**config.mk**
```make
export PLATFORM = sky130hd
export DESIGN_NAME = line_meta_header_checker_core
export DESIGN_NICKNAME = d
export VERILOG_FILES = /design/src/design/lmhc_pkg.sv /design/src/design/lmhc_front.sv /design/src/design/lmhc_queue.sv /design/src/design/lmhc_back.sv /design/src/design/line_meta_header_checker_core.sv
export SDC_FILE = /design/constraint.sdc
export NUM_CORES = 1
export LEC_CHECK = 0
export BUFFER_PORTS_ARGS = -buffer_cell sky130_fd_sc_hd__buf_2
export CORE_ASPECT_RATIO = 1.5
export CORE_UTILIZATION = 27
export CTS_CLUSTER_DIAMETER = 120
export DETAILED_ROUTE_END_ITERATION = 8
export SYNTH_ARGS = -nofsm -noshare
export SYNTH_HDL_FRONTEND = slang
export SYNTH_SLANG_ARGS = --single-unit
export TNS_END_PERCENT = 100
```
**constraint.sdc**
```tcl
create_clock -name clock -period 39.9 [get_ports clock]
set_input_delay 3.99 -clock clock [delete_from_list [all_inputs] [get_ports clock]]
set_output_delay 3.99 -clock clock [all_outputs]
set_load 0.05 [all_outputs]
```
**src/design/lmhc_pkg.sv**
```systemverilog
// Shared types, constants and the byte-wide CRC-32 step for the line metadata
// header checker. No dependencies; used by every module of the block except lmhc_checker.
`default_nettype none

package lmhc_pkg;

   localparam int unsigned OFF_W = 6;

   // record layout offsets
   localparam logic [OFF_W-1:0] OFF_ID_LO     = 6'd4;
   localparam logic [OFF_W-1:0] OFF_ID_HI     = 6'd7;
   localparam logic [OFF_W-1:0] OFF_TYPE_LO   = 6'd24;
   localparam logic [OFF_W-1:0] OFF_TYPE_HI   = 6'd25;
   localparam logic [OFF_W-1:0] OFF_VER_LO    = 6'd26;
   localparam logic [OFF_W-1:0] OFF_VER_HI    = 6'd27;
   localparam logic [OFF_W-1:0] OFF_LINE_LO   = 6'd28;
   localparam logic [OFF_W-1:0] OFF_LINE_HI   = 6'd31;
   localparam logic [OFF_W-1:0] OFF_PREV_LO   = 6'd36;
   localparam logic [OFF_W-1:0] OFF_PREV_HI   = 6'd39;
   localparam logic [OFF_W-1:0] OFF_SEQ_LO    = 6'd40;
   localparam logic [OFF_W-1:0] OFF_SEQ_HI    = 6'd47;
   localparam logic [OFF_W-1:0] OFF_WIN_LO    = 6'd48;
   localparam logic [OFF_W-1:0] OFF_LAST      = 6'd51;

   localparam logic [31:0] CRC_POLY     = 32'hEDB8_8320;
   localparam logic [31:0] CRC_INIT     = 32'hFFFF_FFFF;
   localparam logic [31:0] ID_RESET     = 32'h7062_6C6B;
   localparam logic [15:0] VER_RESET    = 16'h0001;
   localparam logic [31:0] PREV_ID_FIRST = 32'hFFFF_FFFF;

   // configuration register indexes
   localparam logic CSR_EXP_ID  = 1'b0;
   localparam logic CSR_EXP_VER = 1'b1;

   // completed record summary, front to back
   typedef struct packed {
      logic [31:0] stored_crc;
      logic [31:0] crc;
      logic [31:0] identifier;
      logic [15:0] version;
      logic [15:0] line_type;
      logic [31:0] line_id;
      logic [31:0] prev_id;
      logic        seq_zero;
      logic [31:0] window;
   } rec_type;

   // one result transaction
   typedef struct packed {
      logic [31:0] crc_computed;
      logic [31:0] window_luns;
      logic [15:0] line_type;
      logic [31:0] line_id;
      logic        first_ok;
      logic        header_ok;
   } rsp_type;

   // handshake between two stages
   typedef struct packed {
      logic valid;
      logic ready;
   } hs_type;

   // reflected CRC-32, one byte
   function automatic logic [31:0] crc_byte(input logic [31:0] crc, input logic [7:0] b);
      logic [31:0] c;
      c = crc ^ {24'd0, b};
      for (int i = 0; i < 8; i++) begin
         c = c[0] ? ((c >> 1) ^ CRC_POLY) : (c >> 1);
      end
      return c;
   endfunction

endpackage

`default_nettype wire

```
**src/design/lmhc_front.sv**
```systemverilog
// Front end: accepts record bytes, tracks offset, runs the CRC and captures fields.
// Depends on lmhc_pkg; pushes a finished record summary toward the queue.
`default_nettype none

module lmhc_front (
   input  wire logic             clock,
   input  wire logic             reset,
   input  wire logic             accept,
   input  wire logic             start_req,
   input  wire logic [7:0]       data_byte,
   output logic                  push,
   output lmhc_pkg::rec_type     rec
);
   import lmhc_pkg::*;

   logic [OFF_W-1:0] offset_ff, offset_in, off;
   logic [31:0]      crc_ff, crc_in, crc_cur;
   logic [31:0]      scrc_ff, scrc_in;
   logic [31:0]      ident_ff, ident_in;
   logic [15:0]      type_ff, type_in;
   logic [15:0]      ver_ff, ver_in;
   logic [31:0]      line_ff, line_in;
   logic [31:0]      prev_ff, prev_in;
   logic             seqz_ff, seqz_in;
   logic [31:0]      win_ff, win_in;
   logic [4:0]       lane4;
   logic [3:0]       lane2;

   assign lane4 = {off[1:0], 3'b000};
   assign lane2 = {off[0], 3'b000};

   always_comb begin
      // a start drops the old record before this byte is taken
      off      = start_req ? '0 : offset_ff;
      crc_cur  = start_req ? CRC_INIT : crc_ff;
      scrc_in  = start_req ? '0 : scrc_ff;
      ident_in = start_req ? '0 : ident_ff;
      type_in  = start_req ? '0 : type_ff;
      ver_in   = start_req ? '0 : ver_ff;
      line_in  = start_req ? '0 : line_ff;
      prev_in  = start_req ? '0 : prev_ff;
      seqz_in  = start_req ? 1'b1 : seqz_ff;
      win_in   = start_req ? '0 : win_ff;
      crc_in   = crc_cur;
      offset_in = off;
      if (off <= OFF_LAST) begin
         offset_in = off + 6'd1;
         if (off >= OFF_ID_LO && off <= OFF_LINE_HI) begin
            crc_in = crc_byte(crc_cur, data_byte);
         end
         if (off < OFF_ID_LO) begin
            scrc_in[lane4 +: 8] = data_byte;
         end else if (off <= OFF_ID_HI) begin
            ident_in[lane4 +: 8] = data_byte;
         end else if (off >= OFF_TYPE_LO && off <= OFF_TYPE_HI) begin
            type_in[lane2 +: 8] = data_byte;
         end else if (off >= OFF_VER_LO && off <= OFF_VER_HI) begin
            ver_in[lane2 +: 8] = data_byte;
         end else if (off >= OFF_LINE_LO && off <= OFF_LINE_HI) begin
            line_in[lane4 +: 8] = data_byte;
         end else if (off >= OFF_PREV_LO && off <= OFF_PREV_HI) begin
            prev_in[lane4 +: 8] = data_byte;
         end else if (off >= OFF_SEQ_LO && off <= OFF_SEQ_HI) begin
            if (data_byte != 8'd0) begin
               seqz_in = 1'b0;
            end
         end else if (off >= OFF_WIN_LO) begin
            win_in[lane4 +: 8] = data_byte;
         end
      end
   end

   assign push = accept && (off == OFF_LAST);

   always_comb begin
      rec.stored_crc = scrc_in;
      rec.crc        = crc_in;
      rec.identifier = ident_in;
      rec.version    = ver_in;
      rec.line_type  = type_in;
      rec.line_id    = line_in;
      rec.prev_id    = prev_in;
      rec.seq_zero   = seqz_in;
      rec.window     = win_in;
   end

   always_ff @(posedge clock) begin
      if (reset) begin
         offset_ff <= '0;
         crc_ff    <= CRC_INIT;
         scrc_ff   <= '0;
         ident_ff  <= '0;
         type_ff   <= '0;
         ver_ff    <= '0;
         line_ff   <= '0;
         prev_ff   <= '0;
         seqz_ff   <= 1'b1;
         win_ff    <= '0;
      end else if (accept) begin
         offset_ff <= offset_in;
         crc_ff    <= crc_in;
         scrc_ff   <= scrc_in;
         ident_ff  <= ident_in;
         type_ff   <= type_in;
         ver_ff    <= ver_in;
         line_ff   <= line_in;
         prev_ff   <= prev_in;
         seqz_ff   <= seqz_in;
         win_ff    <= win_in;
      end
   end

endmodule

`default_nettype wire

```
**src/design/lmhc_queue.sv**
```systemverilog
// Two-entry queue of finished record summaries between front and back.
// Depends on lmhc_pkg for the record type and handshake struct.
`default_nettype none

module lmhc_queue (
   input  wire logic              clock,
   input  wire logic              reset,
   input  wire logic              push,
   input  lmhc_pkg::rec_type      wr_rec,
   output lmhc_pkg::hs_type       wr_hs,
   input  wire logic              pop,
   output lmhc_pkg::rec_type      rd_rec,
   output lmhc_pkg::hs_type       rd_hs
);
   import lmhc_pkg::*;

   rec_type    mem_ff [2];
   logic       wr_ptr_ff, rd_ptr_ff;
   logic [1:0] count_ff, count_in;

   assign wr_hs.ready = (count_ff != 2'd2);
   assign wr_hs.valid = push;
   assign rd_hs.valid = (count_ff != 2'd0);
   assign rd_hs.ready = pop;
   assign rd_rec      = mem_ff[rd_ptr_ff];

   always_comb begin
      count_in = count_ff;
      case ({push, pop})
         2'b10:   count_in = count_ff + 2'd1;
         2'b01:   count_in = count_ff - 2'd1;
         default: count_in = count_ff;
      endcase
   end

   always_ff @(posedge clock) begin
      if (push) begin
         mem_ff[wr_ptr_ff] <= wr_rec;
      end
   end

   always_ff @(posedge clock) begin
      if (reset) begin
         wr_ptr_ff <= 1'b0;
         rd_ptr_ff <= 1'b0;
         count_ff  <= '0;
      end else begin
         if (push) begin
            wr_ptr_ff <= ~wr_ptr_ff;
         end
         if (pop) begin
            rd_ptr_ff <= ~rd_ptr_ff;
         end
         count_ff <= count_in;
      end
   end

endmodule

`default_nettype wire

```
**src/design/lmhc_back.sv**
```systemverilog
// Back end: holds the configuration registers, checks a record summary and
// drives the output register. Depends on lmhc_pkg.
`default_nettype none

module lmhc_back (
   input  wire logic             clock,
   input  wire logic             reset,
   input  wire logic             csr_we,
   input  wire logic             csr_index,
   input  wire logic [31:0]      csr_wdata,
   input  lmhc_pkg::hs_type      q_hs,
   input  lmhc_pkg::rec_type     q_rec,
   output logic                  pop,
   output logic                  rsp_valid,
   input  wire logic             rsp_ready,
   output lmhc_pkg::rsp_type     rsp
);
   import lmhc_pkg::*;

   logic [31:0] exp_id_ff;
   logic [15:0] exp_ver_ff;
   logic        valid_ff;
   rsp_type     rsp_ff, rsp_in;
   logic        hdr_ok;

   assign pop = q_hs.valid && (!valid_ff || rsp_ready);

   always_comb begin
      hdr_ok = (q_rec.identifier == exp_id_ff) && (q_rec.version == exp_ver_ff)
               && (q_rec.stored_crc == q_rec.crc);
      rsp_in.header_ok    = hdr_ok;
      rsp_in.first_ok     = hdr_ok && (q_rec.line_id == 32'd0)
                            && (q_rec.prev_id == PREV_ID_FIRST) && q_rec.seq_zero;
      rsp_in.line_id      = q_rec.line_id;
      rsp_in.line_type    = q_rec.line_type;
      rsp_in.window_luns  = q_rec.window;
      rsp_in.crc_computed = q_rec.crc;
   end

   always_ff @(posedge clock) begin
      if (reset) begin
         exp_id_ff  <= ID_RESET;
         exp_ver_ff <= VER_RESET;
      end else if (csr_we) begin
         case (csr_index)
            CSR_EXP_ID:  exp_id_ff  <= csr_wdata;
            CSR_EXP_VER: exp_ver_ff <= csr_wdata[15:0];
            default:     exp_id_ff  <= exp_id_ff;
         endcase
      end
   end

   always_ff @(posedge clock) begin
      if (reset) begin
         valid_ff <= 1'b0;
      end else if (pop) begin
         valid_ff <= 1'b1;
      end else if (rsp_ready) begin
         valid_ff <= 1'b0;
      end
   end

   always_ff @(posedge clock) begin
      if (pop) begin
         rsp_ff <= rsp_in;
      end
   end

   assign rsp_valid = valid_ff;
   assign rsp       = rsp_ff;

endmodule

`default_nettype wire

```
**src/design/line_meta_header_checker_core.sv**
```systemverilog
// A result transaction shows on rsp_ after the summary of the record whose byte at offset 51
// is accepted has passed the record queue and then the output register. Throughput: one
// byte per cycle; the front stalls only when the two-entry record queue is full, which
// takes a stalled result side.
// Reset (synchronous, active high) clears offset and captured fields, presets the CRC, empties the
// queue, drops rsp_tvalid and loads the identifier and version registers with defaults.
`default_nettype none

module line_meta_header_checker_core (
   input  wire logic          clock,
   input  wire logic          reset,
   // request stream: one record byte per transaction
   input  wire logic          req_tvalid,
   output logic               req_tready,
   input  wire logic [7:0]    req_tdata,    // [7:0] data_byte
   input  wire logic          req_tuser,    // [0] start_req
   // result stream: one transaction per completed header
   output logic               rsp_tvalid,
   input  wire logic          rsp_tready,
   output logic [119:0]       rsp_tdata,    // [0] header_ok, [1] first_ok,
                                            // [33:2] line_id, [49:34] line_type,
                                            // [81:50] window_luns,
                                            // [113:82] crc_computed, [119:114] zero
   // configuration writes
   input  wire logic          csr_we,
   input  wire logic          csr_index,
   input  wire logic [31:0]   csr_wdata
);
   import lmhc_pkg::*;

   logic    accept;
   logic    push;
   logic    pop;
   rec_type front_rec;
   rec_type q_rec;
   hs_type  wr_hs;
   hs_type  rd_hs;
   rsp_type rsp;

   // Hold off new bytes only while the queue cannot take a finished record.
   assign req_tready = wr_hs.ready;
   assign accept     = req_tvalid && req_tready;

   // Front: offset tracking, CRC over bytes 4..31, field capture.
   lmhc_front u_front (
      .clock     (clock),
      .reset     (reset),
      .accept    (accept),
      .start_req (req_tuser),
      .data_byte (req_tdata),
      .push      (push),
      .rec       (front_rec)
   );

   // Decouple front and back so either side may stall on its own.
   lmhc_queue u_queue (
      .clock  (clock),
      .reset  (reset),
      .push   (push),
      .wr_rec (front_rec),
      .wr_hs  (wr_hs),
      .pop    (pop),
      .rd_rec (q_rec),
      .rd_hs  (rd_hs)
   );

   // Back: compare against the configuration and register the result.
   lmhc_back u_back (
      .clock     (clock),
      .reset     (reset),
      .csr_we    (csr_we),
      .csr_index (csr_index),
      .csr_wdata (csr_wdata),
      .q_hs      (rd_hs),
      .q_rec     (q_rec),
      .pop       (pop),
      .rsp_valid (rsp_tvalid),
      .rsp_ready (rsp_tready),
      .rsp       (rsp)
   );

   // Pack the result fields, lowest field first, pad to whole bytes.
   assign rsp_tdata = {6'd0, rsp};

endmodule

`default_nettype wire

```
## Word-level counts from Yosys, hierarchy flattened

Memory sizes are Yosys's and may differ from the RTL's. A register that Yosys moved wholly into a read port is not among the register bits.
Cells that the tools add are included.

| operators by class | value |
|---|---|
| shift operators | 4 |
| mux-type cells | 80 |
| $lt $le $gt $ge | 15 |
| add/subtract/negate cells | 5 |
| reductions and logical operators | 23 |
| bitwise operators | 12 |
| equality and inequality tests | 8 |

Operators by type and width:

| cell | number |
|---|---|
| $mux W32 | 43 |
| $mux W16 | 11 |
| $bwmux W32 | 5 |
| $not A13 Y14 | 8 |
| $eq A32 B32 Y1 | 2 |
| $bwmux W16 | 2 |
| $eq A32 B32 Y1 const B | 1 |
| $logic_not A32 Y1 | 1 |
| $shift A8 B7 Y32 const A | 1 |
| $shiftx A8 B7 Y32 | 1 |
| $xor A32 B8 Y32 | 1 |
| $ge A6 B5 Y1 const B | 3 |
| $ge A6 B6 Y1 const B | 3 |
| $le A6 B5 Y1 const B | 3 |
| $le A6 B6 Y1 const B | 3 |
| $eq A16 B16 Y1 | 1 |
| $mux W1 | 16 |
| $shift A8 B6 Y16 const A | 1 |
| $shiftx A8 B6 Y16 | 1 |
| $logic_and A1 B1 Y1 | 14 |
| $mux W6 | 2 |
| $reduce_bool A8 Y1 | 1 |
| $neg A5 Y7 | 1 |
| $add A6 B1 Y6 const B | 1 |
| 16 further kinds | 21 |

| word-level totals | value |
|---|---|
| memories kept | 1 |
| input port bits | 47 |
| register bits after elaboration | 398 |
| word-level logic and storage cells | 170 |
| output and inout bits | 122 |
| bits in writable memories | 450 |

Memory list:

| memory | words | bits a word | rd ports | clocked after memory_dff | write ports | RTL line | RTL |
|---|---|---|---|---|---|---|---|
| u_queue.mem_ff | 2 | 225 | 1 | 1 | 1 | lmhc_queue.sv:17 | `rec_type mem_ff [2];` |

## Longest topological paths before layout

| logic depth | value |
|---|---|
| depth in word-level cells | 20 |
| depth in mapped cells | 16 |
| gate-level depth less buffers | 9 |

## Modules after synthesis

A second synthesis with hierarchy kept.

| second synthesis, totals | value |
|---|---|
| cells, all modules | 2719 |
| area total of the unflattened synthesis | 35918.2 um2 |

By module, submodules not included:

| module | sequential area each (um2) | cells each | times used | area each (um2) |
|---|---|---|---|---|
| lmhc_queue | 13613.1 | 724 | 1 | 17067.6 |
| lmhc_front | 4624.4 | 1524 | 1 | 12587.1 |
| lmhc_back | 4404.2 | 463 | 1 | 6208.5 |
| line_meta_header_checker_core | 0.0 | 8 | 1 | 55.1 |

## Worst setup path before layout

OpenSTA, ideal clock, no wires.

| timing path | value |
|---|---|
| kind | input-to-reg |
| from | input port req_tuser |
| to | memory u_queue.mem_ff[0][0] in the netlist's numbering (enable) |
| arrival | 15.177 ns |
| required time | 39.084 ns |
| setup slack | 23.908 ns |
| stages on the path | 11 |
| library setup time | 0.816 ns |
| buffers on the path | 5 |
| cell sequence | buf_2 -> buf_4 -> buf_2 -> inv_2 -> clkbuf_1 -> clkbuf_1 -> nand2_1 -> inv_1 -> ha_1 -> nand3_1 -> nor2_1 |

| on the way | value |
|---|---|
| word-level cells in the longest chain between the ends | 5 |

RTL lines:

| element | RTL line | RTL |
|---|---|---|
| start, declared | line_meta_header_checker_core.sv:16 | `input wire logic req_tuser,` |
| $mux W6 | lmhc_front.sv:34 | `off = start_req ? '0 : offset_ff;` |
| $eq A6 B6 Y1 | lmhc_front.sv:73 | `assign push = accept && (off == OFF_LAST);` |
| $logic_and A1 B1 Y1 | lmhc_front.sv:73 |  |
| $mux W1 | lmhc_queue.sv:37 | `if (push) begin` |
| $mux W1 (implied by the code) | lmhc_queue.sv:38 | `mem_ff[wr_ptr_ff] <= wr_rec;` |
| end, declared | lmhc_queue.sv:17 |  |

No other way between the ends.

## Final worst setup path

| timing path | value |
|---|---|
| from | input port req_tuser |
| to | memory u_queue.mem_ff[0][199] in the netlist's numbering (enable) |

The elaborated chain is that of the path after synthesis.

==> flow_metrics.tcl <==
set metrics [dict create \
    outcome "complete, no violations" \
    viasPerCell 4.84 \
    grt_max_degree 148 \
    hold_viol 0 \
    core_um2 129000 \
    synth_cell_types 77 \
    synth_seq_cells 849 \
    grt_pass1_vias 22400 \
    drcViolationCount 0 \
    cts.sinks 849 \
    io_buffers 162 \
    slew_headroom_pct 20.3 \
    setup.worst_path.start "req_tuser" \
    die_w_um 297 \
    cts_resized 0 \
    final.setup.tns_ns 0 \
    worstPathArrival_ns 7.84 \
    drive_above_1_share_pct 17.5 \
    tightest_slew_ns 1.20 \
    min_path_type "flop to flop" \
    cap_violations 0 \
    grt_overflow 0 \
    die_h_um 444 \
    yosys.area_share.simple_pct 13.6 \
    grt_setup_unrepaired "no" \
    worstHoldStart "u_front.ver_ff[13]" \
    synth-edff-count 564 \
    fin_crit_sh_pct 19.0 \
    dieArea_um2 132000 \
    synth_xor_area_share_pct 3.58 \
    p_leak_nw 12.8 \
    cts_max_path_buffers 3 \
    fmax_ghz 0.132 \
    cp_max_fo 146 \
    p_total_mw 1.86 \
    antenna_found_initial 6 \
    yosysSeqAreaShare_pct 64.3 \
    nFillCells 12900 \
    ios 169 \
    hpwl_um 64400 \
    power_density_nw_per_um2 46.0 \
    path_class "primary input to flop" \
    area_growth_pct 14.9 \
    clk_pin_slew_ns 0.06 \
    yosysWarnings 0 \
    cts_tree "done" \
    setup_viol 0 \
    synth_area_um2 35200 \
    hold_ws_ns 0.451 \
    postSynthCellCount 2873 \
    wl_um 100000 \
    fin_util_pct 31.4 \
    synth_mux_area_share_pct 7.14 \
    track_usage_pct 14.9 \
    async_flop_share_pct 0 \
    initial_core_util_pct 27.3 \
    detail-route-antenna-nets 0 \
    cp.required_ns 40.17 \
    mostFrequentLayoutCells "564 x edfxtp_1, 284 x dfxtp_1, 277 x nor2_1" \
    grt_pass1_wl_um 147000 \
    clk_latency_ns 0.69 \
    ys.flop_type "edfxtp_1" \
    final_common_cell "edfxtp_1" \
    layout.nets 3002 \
    wire_per_inst_um 21.2 \
    cts_hold_buffers 0 \
    rows 161 \
    fin_worst_skew_ns 0.0338 \
    first_pass_iters 5 \
    cts_buffers 80 \
    cts_root_buffer "clkbuf_16" \
    peakVddDrop_v 0.0000275 \
    fin_crit_ns 7.56 \
    start_kind "primary input" \
    gp_congestion 0.851 \
    endpoint_kind "flop" \
    synth_fa_ha_area_share_pct 0.249 \
    cts_setup_buffers 0 \
    slew_violations 0 \
    htree_levels 3 \
    avgSynthCellArea_um2 12.3 \
    drt-initial-drc-count 1856 \
    dr_total_vias 22900 \
    synth-compound-area-share_pct 8.51 \
    synth_top_family_by_area "simple AND/OR/NAND/NOR gates" \
]
-- where the power goes --
group | internal, mW | switching, mW
Sequential | 0.943 | 0.00953
Clock | 0.461 | 0.348
Combinational | 0.0356 | 0.0628
-- cell type report --
cell class	count	area (µm²)	share of cell area (%)
clock buffer	111	2340	5.77
antenna	2	5.00	0.0124
multi-input combinational	1807	11700	28.9
tap	1711	2140	5.29
clock inverter	39	458	1.13
inverter	13	50.0	0.124
timing repair buffer	197	1120	2.78
sequential	849	22600	56.0
-- cell usage after synthesis (16+ instances only) --
master	count	area share, %
edfxtp_1	564	48
dfxtp_1	285	16
nor2_1	279	3.0
nand2_1	254	2.7
mux2_2	136	4.4
a21oi_1	132	1.9
nor3_1	129	1.8
clkbuf_1	127	1.4
nand3_1	123	1.7
o21ai_0	103	1.5
mux2i_1	98	2.8
xnor2_1	97	2.4
buf_2	47	0.67
a32o_1	45	1.3
nor4_1	34	0.60
o211ai_1	27	0.58
nor2b_1	26	0.46
nor3b_1	26	0.55
buf_1	25	0.27
nand4_1	25	0.44
nand3b_1	23	0.49
a311oi_1	19	0.47
or2_2	16	0.28
-- critical path, cell delays in order --
cell and delay, ns:
buf_4 0.30, clkinv_2 0.59, nand2_1 0.26, inv_1 0.14, ha_1 0.41, nand3_1 0.35, nor2_4 0.79, buf_12 0.57
-- sequential cells by signal, indices dropped and copies added (netlist names), named ones only --
signal	cells
u_back.exp_id_ff	32
u_back.exp_ver_ff	16
u_back.rsp	114
u_back.rsp_valid	1
u_front.crc_ff	32
u_front.ident_ff	32
u_front.line_ff	32
u_front.offset_ff	6
u_front.prev_ff	32
u_front.scrc_ff	32
u_front.seqz_ff	1
u_front.type_ff	16
u_front.ver_ff	16
u_front.win_ff	32
u_queue.count_ff	2
u_queue.mem_ff	450
u_queue.rd_ptr_ff	1
u_queue.wr_ptr_ff	1
-- cells by family after synthesis --
| kind of cell | count (synthesis) |
|---|---|
| xor+xnor | 118 |
| compound gates | 438 |
| simple gates | 1004 |
| buf+inv | 222 |
| fa+ha+maj | 7 |
| other cells | 1 |
| flops | 849 |
| mux | 234 |
-- path summary, 6_finish.rpt --
kind,end,slack (ns),cells after the start
min,u_front.ver_ff[13],0.45,2
max reg2reg,u_back.rsp[1],35.21,7
min reg2reg,u_front.ver_ff[13],0.45,2
max,u_queue.mem_ff[0][199],32.34,8
-- per-stage QoR --
| stage | cell area, µm² | cells | worst slack (ns) |
|---|---|---|---|
| after floorplan | 35200 | 2878 | 23.91 |
| after detailed placement | 37700 | 4577 | 31.70 |
| final | 40500 | 4729 | 32.34 |
| after CTS | 40400 | 4727 | 32.41 |
| after global routing | 40500 | 4728 | 32.20 |
| after global placement | 37700 | 4577 | 31.79 |
-- routing by layer --
metal	global-route usage, %	vias up	share of wire [%]
met4	7.41	2	4.7
li1	-	10700	-
met2	26.6	680	51
met5	0	-	0.0090
met1	17.4	11400	40
met3	1.87	183	4.3
(Power assumes the default switching activity.)
